**src/rtl/stepper_ramp_and_position_control_assert.svh**
```systemverilog
// Assertion macros shared by the stepper controller RTL.
`ifndef STEPPER_RAMP_AND_POSITION_CONTROL_ASSERT_SVH
`define STEPPER_RAMP_AND_POSITION_CONTROL_ASSERT_SVH

// Same-cycle implication, disabled while in reset.
`define SRPC_ASSERT_IMP(label, clk, rst_n, ante, cons) \
  label: assert property (@(posedge clk) disable iff (!rst_n) (ante) |-> (cons)) \
    else $error("srpc: same-cycle check failed");

// Next-cycle implication, disabled while in reset.
`define SRPC_ASSERT_NXT(label, clk, rst_n, ante, cons) \
  label: assert property (@(posedge clk) disable iff (!rst_n) (ante) |=> (cons)) \
    else $error("srpc: next-cycle check failed");

`endif

```
**src/rtl/srpc_pkg.sv**
```systemverilog
// Types, constants and codes shared by the stepper controller modules.
`default_nettype none
package srpc_pkg;

  localparam int FRAC_BITS   = 8;
  localparam int QUEUE_DEPTH = 4;

  localparam int TIME_W     = 32;
  localparam int RPM_W      = 20;
  localparam int SLOPE_W    = 22;
  localparam int TURNS_W    = 30;
  localparam int PERIOD_W   = 16;
  localparam int SPT_W      = 16;
  localparam int SPR_W      = 11;
  localparam int TONE_W     = 27;
  localparam int POS_W      = 32;
  localparam int TURN_FRAC  = 16;
  localparam int CFG_IDX_W  = 2;
  localparam int CFG_DATA_W = 16;
  localparam int IN_USER_W  = 3;
  localparam int IN_DATA_W  = 104;
  localparam int OUT_DATA_W = 88;

  // dt * slope is clamped to PROD_W bits, then divided by 1000 via reciprocal
  localparam int PROD_W     = 31;
  localparam int DELTA_W    = 22;
  localparam int DIV_SHIFT  = 41;
  localparam logic [31:0] DIV1000_MAGIC = 32'd2199023256;
  localparam logic [PROD_W-1:0] PROD_MAX = {PROD_W{1'b1}};
  localparam logic [TONE_W-1:0] TONE_MAX = {TONE_W{1'b1}};

  localparam logic [IN_USER_W-1:0] OP_TICK   = 3'd0;
  localparam logic [IN_USER_W-1:0] OP_START  = 3'd1;
  localparam logic [IN_USER_W-1:0] OP_ROTATE = 3'd2;
  localparam logic [IN_USER_W-1:0] OP_RESREF = 3'd3;
  localparam logic [IN_USER_W-1:0] OP_STOP   = 3'd4;

  localparam logic [CFG_IDX_W-1:0] REG_RAMP_PERIOD = 2'd0;
  localparam logic [CFG_IDX_W-1:0] REG_STEP_PERIOD = 2'd1;
  localparam logic [CFG_IDX_W-1:0] REG_STEPS_TURN  = 2'd2;
  localparam logic [CFG_IDX_W-1:0] REG_STEPS_RPM   = 2'd3;

  localparam logic [PERIOD_W-1:0] RAMP_PERIOD_RST = 16'd50;
  localparam logic [PERIOD_W-1:0] STEP_PERIOD_RST = 16'd2;
  localparam logic [SPT_W-1:0]    STEPS_TURN_RST  = 16'd14400;
  localparam logic [SPR_W-1:0]    STEPS_RPM_RST   = 11'd240;
  localparam logic [SLOPE_W-1:0]  SLOPE_RST       = SLOPE_W'(1) << FRAC_BITS;

  typedef enum logic [2:0] {
    CMD_NOP,
    CMD_TICK,
    CMD_START,
    CMD_ROTATE,
    CMD_RESREF,
    CMD_STOP
  } cmd_kind_t;

  typedef enum logic [1:0] {
    MODE_OFF     = 2'd0,
    MODE_IMPULSE = 2'd1,
    MODE_RATE    = 2'd2
  } mode_t;

  typedef enum logic [2:0] {
    BK_EXEC,
    BK_MUL,
    BK_DIV,
    BK_UPD,
    BK_TONE
  } bk_state_t;

  typedef struct packed {
    logic [PERIOD_W-1:0] ramp_period_ms;
    logic [PERIOD_W-1:0] step_period_ms;
    logic [SPT_W-1:0]    steps_per_turn;
    logic [SPR_W-1:0]    steps_per_sec_per_rpm;
  } cfg_t;

  typedef struct packed {
    cmd_kind_t                 kind;
    logic [TIME_W-1:0]         time_ms;
    logic signed [RPM_W-1:0]   target_rpm;
    logic [SLOPE_W-1:0]        ramp_rate;
    logic [POS_W-1:0]          goal_steps;
  } cmd_t;

  typedef struct packed {
    logic                      ramping;
    logic                      rotating;
    logic [POS_W-1:0]          position_steps;
    logic [RPM_W-1:0]          speed_rpm;
    logic [TONE_W-1:0]         step_rate;
    logic [1:0]                drive_mode;
    logic                      driver_enable;
    logic                      step_dir;
    logic                      step_pulse;
  } status_t;

endpackage
`default_nettype wire

```
**src/rtl/srpc_back.sv**
```systemverilog
// Back end: executes queued requests against the motion state, drives the result register.
`default_nettype none
`include "stepper_ramp_and_position_control_assert.svh"
module srpc_back (
  input  wire logic                            clk,
  input  wire logic                            rst_n,
  input  wire srpc_pkg::cfg_t                  cfg,
  input  wire logic                            q_valid,
  input  wire srpc_pkg::cmd_t                  q_cmd,
  output logic                                 q_pop,
  output logic                                 out_tvalid,
  input  wire logic                            out_tready,
  output logic [srpc_pkg::OUT_DATA_W-1:0]      out_tdata
);

  localparam int RW  = srpc_pkg::RPM_W;
  localparam int DW  = srpc_pkg::RPM_W + 3;
  localparam int MW  = srpc_pkg::TIME_W + srpc_pkg::SLOPE_W;
  localparam int QW  = srpc_pkg::PROD_W + 32;
  localparam int TW  = srpc_pkg::RPM_W + srpc_pkg::SPR_W;

  srpc_pkg::bk_state_t state_r, state_nxt;
  srpc_pkg::mode_t     mode_r, mode_nxt;
  logic signed [RW-1:0] speed_now_r, speed_now_nxt;
  logic signed [RW-1:0] speed_goal_r, speed_goal_nxt;
  logic [srpc_pkg::SLOPE_W-1:0] slope_r, slope_nxt;
  logic                 ramp_active_r, ramp_active_nxt;
  logic                 move_active_r, move_active_nxt;
  logic [srpc_pkg::TIME_W-1:0] ramp_last_r, ramp_last_nxt;
  logic [srpc_pkg::TIME_W-1:0] step_last_r, step_last_nxt;
  logic [srpc_pkg::POS_W-1:0]  goal_r, goal_nxt;
  logic [srpc_pkg::POS_W-1:0]  steps_r, steps_nxt;
  logic                 dir_r, dir_nxt;
  logic [srpc_pkg::TONE_W-1:0] tone_r, tone_nxt;
  logic [srpc_pkg::TIME_W-1:0] now_r, now_nxt;
  logic [srpc_pkg::TIME_W-1:0] dt_r, dt_nxt;
  logic [srpc_pkg::PROD_W-1:0] prod_r, prod_nxt;
  logic [srpc_pkg::DELTA_W-1:0] d_r, d_nxt;
  logic                 out_valid_r;
  srpc_pkg::status_t    out_r;
  srpc_pkg::status_t    status;
  logic                 emit;
  logic                 pulse;

  logic                 out_free;
  logic                 exec_go;
  logic [srpc_pkg::TIME_W-1:0] ramp_dt, step_dt;
  logic                 ramp_due, step_due, tick_ramp;
  logic [MW-1:0]        mul_full;
  logic [srpc_pkg::PROD_W-1:0] prod_sat;
  logic [QW-1:0]        div_full;
  logic signed [DW-1:0] now_ext, goal_ext, d_ext, diff, rpm_wide;
  logic signed [RW-1:0] rpm_new;
  logic [RW-1:0]        spd_mag;
  logic [TW-1:0]        tone_full;
  logic [srpc_pkg::TONE_W-1:0] tone_sat;

  assign out_free  = !out_valid_r || out_tready;
  assign exec_go   = (state_r == srpc_pkg::BK_EXEC) && q_valid && out_free;
  assign q_pop     = exec_go;
  assign ramp_dt   = q_cmd.time_ms - ramp_last_r;
  assign step_dt   = q_cmd.time_ms - step_last_r;
  assign ramp_due  = ramp_active_r && (ramp_dt >= srpc_pkg::TIME_W'(cfg.ramp_period_ms));
  assign step_due  = move_active_r && (step_dt >= srpc_pkg::TIME_W'(cfg.step_period_ms));
  assign tick_ramp = exec_go && (q_cmd.kind == srpc_pkg::CMD_TICK) && ramp_due;

  assign mul_full  = MW'(dt_r) * MW'(slope_r);
  assign prod_sat  = (mul_full > MW'(srpc_pkg::PROD_MAX)) ? srpc_pkg::PROD_MAX
                                                          : mul_full[srpc_pkg::PROD_W-1:0];
  // exact floor(prod / 1000) for prod below 2^31
  assign div_full  = QW'(prod_r) * QW'(srpc_pkg::DIV1000_MAGIC);

  assign now_ext   = DW'(speed_now_r);
  assign goal_ext  = DW'(speed_goal_r);
  assign d_ext     = $signed({1'b0, d_r});
  assign diff      = goal_ext - now_ext;
  assign rpm_wide  = (diff > d_ext)  ? (now_ext + d_ext) :
                     (diff < -d_ext) ? (now_ext - d_ext) : goal_ext;
  assign rpm_new   = rpm_wide[RW-1:0];

  assign spd_mag   = speed_now_r[RW-1] ? (RW'(0) - speed_now_r) : speed_now_r;
  assign tone_full = TW'(spd_mag) * TW'(cfg.steps_per_sec_per_rpm);
  assign tone_sat  = (tone_full > TW'(srpc_pkg::TONE_MAX)) ? srpc_pkg::TONE_MAX
                                                           : tone_full[srpc_pkg::TONE_W-1:0];

  always_comb begin
    state_nxt = state_r;
    case (state_r)
      srpc_pkg::BK_EXEC: if (tick_ramp) state_nxt = srpc_pkg::BK_MUL;
      srpc_pkg::BK_MUL:  state_nxt = srpc_pkg::BK_DIV;
      srpc_pkg::BK_DIV:  state_nxt = srpc_pkg::BK_UPD;
      srpc_pkg::BK_UPD:  state_nxt = srpc_pkg::BK_TONE;
      srpc_pkg::BK_TONE: if (out_free) state_nxt = srpc_pkg::BK_EXEC;
      default:           state_nxt = srpc_pkg::BK_EXEC;
    endcase
  end

  always_comb begin
    mode_nxt        = mode_r;
    speed_now_nxt   = speed_now_r;
    speed_goal_nxt  = speed_goal_r;
    slope_nxt       = slope_r;
    ramp_active_nxt = ramp_active_r;
    move_active_nxt = move_active_r;
    ramp_last_nxt   = ramp_last_r;
    step_last_nxt   = step_last_r;
    goal_nxt        = goal_r;
    steps_nxt       = steps_r;
    dir_nxt         = dir_r;
    tone_nxt        = tone_r;
    now_nxt         = now_r;
    dt_nxt          = dt_r;
    prod_nxt        = prod_r;
    d_nxt           = d_r;
    emit            = 1'b0;
    pulse           = 1'b0;
    case (state_r)
      srpc_pkg::BK_EXEC: begin
        if (exec_go) begin
          emit = !tick_ramp;
          case (q_cmd.kind)
            srpc_pkg::CMD_TICK: begin
              if (ramp_active_r) begin
                if (ramp_due) begin
                  now_nxt = q_cmd.time_ms;
                  dt_nxt  = ramp_dt;
                end
              end else if (step_due) begin
                if ($signed(goal_r) > $signed(steps_r)) begin
                  if (mode_r == srpc_pkg::MODE_IMPULSE) begin
                    dir_nxt = 1'b1;
                    pulse   = 1'b1;
                  end
                  steps_nxt = steps_r + srpc_pkg::POS_W'(1);
                end else if ($signed(goal_r) < $signed(steps_r)) begin
                  if (mode_r == srpc_pkg::MODE_IMPULSE) begin
                    dir_nxt = 1'b0;
                    pulse   = 1'b1;
                  end
                  steps_nxt = steps_r - srpc_pkg::POS_W'(1);
                end else begin
                  move_active_nxt = 1'b0;
                end
                step_last_nxt = q_cmd.time_ms;
              end
            end
            srpc_pkg::CMD_START: begin
              speed_goal_nxt  = q_cmd.target_rpm;
              slope_nxt       = q_cmd.ramp_rate;
              ramp_active_nxt = 1'b1;
            end
            srpc_pkg::CMD_ROTATE: begin
              goal_nxt        = q_cmd.goal_steps;
              move_active_nxt = 1'b1;
              mode_nxt        = srpc_pkg::MODE_IMPULSE;
            end
            srpc_pkg::CMD_RESREF: begin
              steps_nxt = '0;
            end
            srpc_pkg::CMD_STOP: begin
              move_active_nxt = 1'b0;
              ramp_active_nxt = 1'b0;
              speed_now_nxt   = '0;
              tone_nxt        = '0;
              dir_nxt         = 1'b1;
              mode_nxt        = srpc_pkg::MODE_OFF;
            end
            default: begin
            end
          endcase
        end
      end
      srpc_pkg::BK_MUL: begin
        prod_nxt = prod_sat;
      end
      srpc_pkg::BK_DIV: begin
        d_nxt = div_full[srpc_pkg::DIV_SHIFT +: srpc_pkg::DELTA_W];
      end
      srpc_pkg::BK_UPD: begin
        speed_now_nxt = rpm_new;
        mode_nxt      = (rpm_new != '0) ? srpc_pkg::MODE_RATE : srpc_pkg::MODE_OFF;
        dir_nxt       = !rpm_new[RW-1];
        if (rpm_new == speed_goal_r) begin
          ramp_active_nxt = 1'b0;
        end
        ramp_last_nxt = now_r;
      end
      srpc_pkg::BK_TONE: begin
        tone_nxt = tone_sat;
        emit     = out_free;
      end
      default: begin
      end
    endcase

    status.step_pulse     = pulse;
    status.step_dir       = dir_nxt;
    status.driver_enable  = (mode_nxt != srpc_pkg::MODE_OFF);
    status.drive_mode     = mode_nxt;
    status.step_rate      = (mode_nxt == srpc_pkg::MODE_RATE) ? tone_nxt : '0;
    status.speed_rpm      = speed_now_nxt;
    status.position_steps = steps_nxt;
    status.rotating       = move_active_nxt;
    status.ramping        = ramp_active_nxt;
  end

  always_ff @(posedge clk) begin
    if (!rst_n) begin
      state_r       <= srpc_pkg::BK_EXEC;
      mode_r        <= srpc_pkg::MODE_OFF;
      speed_now_r   <= '0;
      speed_goal_r  <= '0;
      slope_r       <= srpc_pkg::SLOPE_RST;
      ramp_active_r <= 1'b0;
      move_active_r <= 1'b0;
      ramp_last_r   <= '0;
      step_last_r   <= '0;
      goal_r        <= '0;
      steps_r       <= '0;
      dir_r         <= 1'b0;
      tone_r        <= '0;
      out_valid_r   <= 1'b0;
    end else begin
      state_r       <= state_nxt;
      mode_r        <= mode_nxt;
      speed_now_r   <= speed_now_nxt;
      speed_goal_r  <= speed_goal_nxt;
      slope_r       <= slope_nxt;
      ramp_active_r <= ramp_active_nxt;
      move_active_r <= move_active_nxt;
      ramp_last_r   <= ramp_last_nxt;
      step_last_r   <= step_last_nxt;
      goal_r        <= goal_nxt;
      steps_r       <= steps_nxt;
      dir_r         <= dir_nxt;
      tone_r        <= tone_nxt;
      if (emit) begin
        out_valid_r <= 1'b1;
      end else if (out_tready) begin
        out_valid_r <= 1'b0;
      end
    end
  end

  always_ff @(posedge clk) begin
    now_r  <= now_nxt;
    dt_r   <= dt_nxt;
    prod_r <= prod_nxt;
    d_r    <= d_nxt;
    if (emit) begin
      out_r <= status;
    end
  end

  assign out_tvalid = out_valid_r;
  assign out_tdata  = srpc_pkg::OUT_DATA_W'(out_r);

  `SRPC_ASSERT_IMP(a_pulse_impulse, clk, rst_n, out_valid_r && out_r.step_pulse,
                   out_r.drive_mode == srpc_pkg::MODE_IMPULSE)
  `SRPC_ASSERT_IMP(a_rate_only_rate, clk, rst_n, out_valid_r && (out_r.drive_mode != srpc_pkg::MODE_RATE),
                   out_r.step_rate == '0)
  `SRPC_ASSERT_IMP(a_mul_ramping, clk, rst_n, state_r == srpc_pkg::BK_MUL, ramp_active_r)

endmodule
`default_nettype wire

```
**config.mk**
```make
export PLATFORM = sky130hd
export DESIGN_NAME = srpc_back
export DESIGN_NICKNAME = d
export VERILOG_FILES = /design/src/rtl/srpc_pkg.sv /design/src/rtl/srpc_back.sv
export VERILOG_INCLUDE_DIRS = /design/src /design/src/rtl
export SDC_FILE = /design/constraint.sdc
export NUM_CORES = 2
export LEC_CHECK = 0
export ABC_AREA = 1
export BUFFER_PORTS_ARGS = -buffer_cell sky130_fd_sc_hd__clkbuf_2
export CELL_PAD_IN_SITES_DETAIL_PLACEMENT = 0
export CELL_PAD_IN_SITES_GLOBAL_PLACEMENT = 2
export CORE_ASPECT_RATIO = 1.1
export CORE_MARGIN = 2
export CORE_UTILIZATION = 42
export DETAILED_ROUTE_END_ITERATION = 8
export HOLD_SLACK_MARGIN = 0.1
export PLACE_DENSITY_LB_ADDON = 0.1
export SKIP_CTS_REPAIR_TIMING = 1
export SLEW_MARGIN = 20
export SYNTH_ARGS = -nofsm -noshare
export SYNTH_HDL_FRONTEND = slang
export SYNTH_SLANG_ARGS = --single-unit
```
**constraint.sdc**
```tcl
create_clock -name clk -period 20.5 [get_ports clk]
set_input_delay 4.1 -clock clk [delete_from_list [all_inputs] [get_ports clk]]
set_output_delay 4.1 -clock clk [all_outputs]
set_load 0.02 [all_outputs]
```
# After elaboration in Yosys (flattened, before gate mapping)
# Cells that the tools add are included.
[op_classes]
n_addsub = 9
multipliers = 3
n_div = 0
magnitude_cmp = 8
n_eq_ne = 14
shifts = 0
n_mux = 51
bitwise = 5
reduce_logical = 20
[op_table]
columns = ["op", "count"]
rows = [
  ["32-bit 2-to-1 mux", 6],
  ["20-bit 2-to-1 mux", 5],
  ["27-bit 2-to-1 mux", 3],
  ["32-bit by 16-bit >= comparator with 1-bit output", 2],
  ["32-bit case mux with 2 select lines", 1],
  ["32-bit subtractor", 2],
  ["31-bit by 29-bit multiplier with 60-bit output, second input constant", 1],
  ["54-bit by 31-bit > comparator with 1-bit output, second input constant", 1],
  ["32-bit by 22-bit multiplier with 54-bit output", 1],
  ["27-bit case mux with 2 select lines", 1],
  ["20-bit case mux with 2 select lines", 1],
  ["32-bit by 1-bit adder with 32-bit output, second input constant", 1],
  ["32-bit > comparator", 1],
  ["32-bit less-than comparator", 1],
  ["32-bit by 1-bit subtractor with 32-bit output, second input constant", 1],
  ["31-bit by 27-bit > comparator with 1-bit output, second input constant", 1],
  ["20-bit by 11-bit multiplier with 31-bit output", 1],
  ["21-bit by 23-bit > comparator with 1-bit output", 1],
  ["21-bit by 23-bit less-than comparator with 1-bit output", 1],
  ["22-bit negation with 23-bit output", 1],
  ["1-bit 2-to-1 mux", 21],
  ["20-bit by 20-bit subtractor with 21-bit output", 1],
  ["20-bit adder", 1],
  ["20-bit equality test", 1],
  ["25 further kinds", 53],
]
[totals]
ff_bits = 429
latchBits = 0
mem_bits_rw = 0
rom_bits = 0
in_bits = 172
word_cells = 137
mem_count = 0

# Depth between registers and ports, before layout
[logic_depth]
depth_word = 9
depth_mapped = 43
depth_no_buf = 42

# Worst setup path after synthesis
# Ideal clock, no wire load.
[synth_timing]
kind = "input to register"
startpoint = "in out_tready"
endpoint = "reg out_r (netlist bit out_tdata[0]) (enable)"
setup_ns = 0.649
arrival_time_ns = 10.189
t_required_ns = 19.851
setup_slack_ns = 9.662
stages = 2
path_buffers = 0
cell_sequence = "nor2_1 -> o21ai_0"
[synth_via]
elab_chain_len = 7
[synth_rtl]
columns = ["item", "line_no", "rtl"]
rows = [
  ["start, declared", "srpc_back.sv:12", "input wire logic out_tready,"],
  ["1-bit logical OR (*)", "srpc_back.sv:58", "assign out_free = !out_valid_r || out_tready;"],
  ["1-bit logical AND", "srpc_back.sv:59", "assign exec_go = (state_r == srpc_pkg::BK_EXEC) && q_valid && out_free;"],
  ["1-bit logical AND (2 in a row)", "srpc_back.sv:65", "assign tick_ramp = exec_go && (q_cmd.kind == srpc_pkg::CMD_TICK) && ramp_due;"],
  ["1-bit logical NOT", "srpc_back.sv:120", "emit = !tick_ramp;"],
  ["1-bit 2-to-1 mux", "srpc_back.sv:119", "if (exec_go) begin"],
  ["1-bit case mux with 2 select lines (*)", "srpc_back.sv:117", "case (state_r)"],
  ["via emit", "srpc_back.sv:42", "logic emit;"],
  ["end signal, assigned", "srpc_back.sv:251", "out_r <= status;"],
  ["end, declared", "srpc_back.sv:40", "srpc_pkg::status_t out_r;"],
]
# Mark *: on every way through the listed nets, which the timed path passes. The rest lies on a longest branch.
# A chain may end at the register's enable or synchronous reset.

# Worst setup path after layout
[layout_timing]
startpoint = "in cfg[6] (netlist bit)"
endpoint = "reg out_r (netlist bit out_tdata[10]) (data pin)"
[layout_via]
elab_chain_len = 4
[layout_rtl]
columns = ["item", "line_no", "rtl"]
rows = [
  ["start, declared", "srpc_back.sv:7", "input wire srpc_pkg::cfg_t cfg,"],
  ["20-bit by 11-bit multiplier with 31-bit output", "srpc_back.sv:82", "assign tone_full = TW'(spd_mag) * TW'(cfg.steps_per_sec_per_rpm);"],
  ["31-bit by 27-bit > comparator with 1-bit output", "srpc_back.sv:83", "assign tone_sat = (tone_full > TW'(srpc_pkg::TONE_MAX)) ? srpc_pkg::TONE_MAX"],
  ["27-bit 2-to-1 mux", "srpc_back.sv:83", ""],
  ["27-bit case mux with 2 select lines", "srpc_back.sv:117", ""],
]
# Every way passes these cells.

==> results.txt <==
The most used flip-flop cell after synthesis is sky130_fd_sc_hd__dfxtp_1. TritonCTS created 55 clock buffers. The critical path is of the primary input to register type. The sequential element share of the synthesized area came out at 0.143.

The number of max-capacitance violations reported came out at 0. The number of enable flip-flop cells after synthesis is 203. The number of antenna violations at the first check in global routing is 10. The combinational family with the most area after synthesis is adder cells.

At the end of the flow, the number of nets in the layout was 11800. The post-synthesis compound-gate area fraction came out at 0.0725. The number of clock sinks is 429.

Dividing total power by cell area gives a power density of 98.0 nW/µm². The number of hold violations in the final report is 0. Detailed routing inserted a total of 61500 vias. The number of placed instances with taps included came out at 12000. The DRC marker count from the first detailed-route iteration is 3693. The cell type contributing the most total cell area after synthesis is sky130_fd_sc_hd__fa_1. The reported leakage power came out at 42.3 nW. The type of element capturing the critical path is a register.

Leaving out fill and tap cells, the most frequent cell in the layout is sky130_fd_sc_hd__nand2_1. The detail route stage leaves a number of antenna-violating nets equal to 0. In this run the most critical hold path is launched from ramp_last_r[28]. The number of standard cells in the final layout excluding fillers came out at 12100.

The multi-input combinational cells in the finished layout cover a total of 54000 µm². The final RePlAce weighted congestion came out at 0.956. The overall die height came out at 445 µm. The path class of the lowest-slack min-delay path is register to register. VDD sags by at most 0.209 mV.

The arithmetic-cell share of the synthesized area counting full adders, half adders and majority gates is 0.427. The global-route wire length before repair is 375000 µm. For this run the aggregate overflow at the end of global routing stands at 0. The iteration count of the initial detailed-routing pass came out at 6.

The final-report max-slew violation count came to 0. The via-per-instance ratio came out at 5.10. The H-tree level count is 2.

The run finished with clean final reports. The layout overhead on the synthesized area came out at 7.50%. Subtracting the final worst setup slack from the clock period gives 9.99 ns.

The arrival time at the worst endpoint is 10.43 ns. The clock transition time at the flip-flop clock pins of the worst setup and hold paths came out at 0.06 ns. TritonCTS built the clock tree. Across the whole layout, storage elements account for 10600 µm². The final setup violation count is 0. The fraction of registers with async set/reset is 0.

The Yosys step of the flow raised 0 warnings. The tree is rooted in a sky130_fd_sc_hd__clkbuf_16. The maximum fanout along the worst path is 27.

The core box area came out at 175000 µm². Counting every instance in the synthesized netlist gives 9663. The floorplan die width is 404 µm. The share of synthesized area spent on multiplexers came out at 0. The worst hold-check slack came out at 0.462 ns. In this run the count of I/O pins placed on the die edge is 262. The slew of the pin with the lowest slew margin is 1.14 ns. Dividing the detail-routed wire length by the instance count gives 19.5 µm. The worst register-to-register path begins at speed_now_r[1].

The flip-flop and latch count after synthesis came out at 429. On the final layout, the worst clock skew is 0.0651 ns. The share of the clock period used by the worst path is 0.487.

Setup repair after global routing left no endpoint under its margin. The highest clock rate is 100 MHz. The number of core rows came out at 161.

Across every metal layer, demand over resource in global routing totals 0.268. The post-synthesis simple-gate area fraction is 0.199. The count of input and output buffers is 243. The top cell types in the final layout, fill and taps aside, are sky130_fd_sc_hd__nand2_1 (2215), sky130_fd_sc_hd__inv_1 (2156), sky130_fd_sc_hd__fa_1 (1050).

The data required time at the worst endpoint is 20.94 ns. In the post-synthesis netlist, the biggest area contributors are sky130_fd_sc_hd__fa_1 (28%), sky130_fd_sc_hd__ha_1 (14%), sky130_fd_sc_hd__nand2_1 (11%). The parity-gate share of the synthesized area counting xor and xnor cells is 0.0292. The filler cell count in the final layout came out at 17900. The HPWL after detailed placement is 196000 µm. The fraction of final layout cells with drive strength greater than 1 is 0.0533. The post-synthesis cell type count is 60. The initial core utilization came out at 0.423. The clock network latency to the later pin of the worst-skew pair is 0.71 ns. The final wirelength came out at 236000 µm. The mean post-synth cell area is 7.67 µm². The number of buffers between clock root and the deepest sink is 3. The remaining routing DRC violations came out at 0. The post-synthesis instance area is 74100 µm².

The worst pin sits at a relative slew slack of 0.239. The launching element of the worst setup path is cfg[6]. The die outline area is 180000 µm². The worst setup path is launched from a primary input. Entering global routing, the biggest net connects 86 pins.

The portion of synthesized cell area occupied by the leading cell type is 0.284. The power consumption came out at 0.00781 W. The via count of the first global-routing pass came out at 64200. The setup total negative slack is 0 ns.
-- through the flow --
step | instance area [µm²] | utilization | worst slack, ns
floorplan | 74100 | - | 9.66
global placement | 77500 | 0.443 | 9.82
detailed placement | 77500 | 0.443 | 9.83
CTS | 79500 | 0.454 | 10.59
global route | 79600 | 0.455 | 10.06
finish | 79600 | 0.455 | 10.51
-- cells by family after synthesis --
| logic type | Yosys count |
|---|---|
| simple gates | 3603 |
| flops | 429 |
| buf+inv | 2495 |
| fa+ha+maj | 1901 |
| xor+xnor | 247 |
| other cells | 1 |
| compound gates | 987 |
-- state kept, by name, summed over array words and instances, names as in the netlist --
name / flops
dt_r: 32
state_r: 3
mode_r: 2
steps_r: 32
d_r: 22
out_tdata: 86
now_r: 32
out_tvalid: 1
ramp_last_r: 32
speed_now_r: 20
ramp_active_r: 1
move_active_r: 1
prod_r: 31
goal_r: 32
step_last_r: 32
tone_r: 27
dir_r: 1
slope_r: 22
speed_goal_r: 20
-- power by group --
group	switching, W	internal [W]
clock	0.000442	0.000616
combinational	0.00372	0.00200
sequential	0.0000304	0.000999
total	0.00419	0.00362
-- layout make-up --
class / instances / area share
diodes: 4 / 0.000126
clock buffers: 68 / 0.0192
clock inverters: 36 / 0.00591
inverters: 2173 / 0.102
multi-input cells: 6740 / 0.678
flip-flops and latches: 429 / 0.133
well taps: 2282 / 0.0358
repair buffers: 336 / 0.0248
-- worst max-delay path, stage by stage --
cell and delay [ns]:
sky130_fd_sc_hd__clkbuf_2 0.32, sky130_fd_sc_hd__clkinv_1 0.45, sky130_fd_sc_hd__nor2_1 0.26, sky130_fd_sc_hd__fa_1 0.48
sky130_fd_sc_hd__fa_1 0.58, sky130_fd_sc_hd__fa_1 0.43, sky130_fd_sc_hd__fa_1 0.49, sky130_fd_sc_hd__inv_1 0.05
sky130_fd_sc_hd__fa_1 0.47, sky130_fd_sc_hd__inv_1 0.04, sky130_fd_sc_hd__ha_1 0.32, sky130_fd_sc_hd__a21oi_1 0.23
sky130_fd_sc_hd__o21ai_0 0.12, sky130_fd_sc_hd__a21oi_1 0.13, sky130_fd_sc_hd__nand3_1 0.16, sky130_fd_sc_hd__a21o_1 0.22
sky130_fd_sc_hd__a21oi_1 0.22, sky130_fd_sc_hd__o21ai_0 0.13, sky130_fd_sc_hd__xor2_1 0.18, sky130_fd_sc_hd__nor2_4 0.49
sky130_fd_sc_hd__nand3_1 0.15, sky130_fd_sc_hd__a21boi_0 0.29, sky130_fd_sc_hd__nor2_1 0.09
-- metal layers --
metal | share of wire | routed length [µm] | GRT usage | vias to the layer above
li1 | - | - | - | 29700
met1 | 0.46 | 109000 | 0.372 | 30300
met2 | 0.48 | 112000 | 0.456 | 1241
met3 | 0.041 | 9580 | 0.0228 | 199
met4 | 0.020 | 4720 | 0.0522 | 0
met5 | 0 | 0 | 0 | -
-- path summary, 6_finish.rpt --
check	to	slack, ns	cells after the start
max reg2reg	out_tdata[10]	11.41	33
max	out_tdata[10]	10.51	23
min	ramp_last_r[28]	0.46	2
min reg2reg	ramp_last_r[28]	0.46	2
-- synthesized netlist by cell type, drive strengths merged, types with 4 or more instances --
cell,n
nand4,128
o21ai,381
xnor2,52
nand3b,13
buf,109
a21o,35
nor3,96
dfxtp,226
nor4,30
edfxtp,203
clkbuf,213
nand2,2228
nor2,774
o211ai,11
clkinv,9
o2111ai,4
fa,1050
a21boi,38
inv,2164
ha,851
o221ai,6
o21a,12
o21bai,24
a21oi,431
nand3,310
xor2,195
or2,11
a31oi,32
and2,8
No activity file was read; power rests on OpenSTA's default activity.
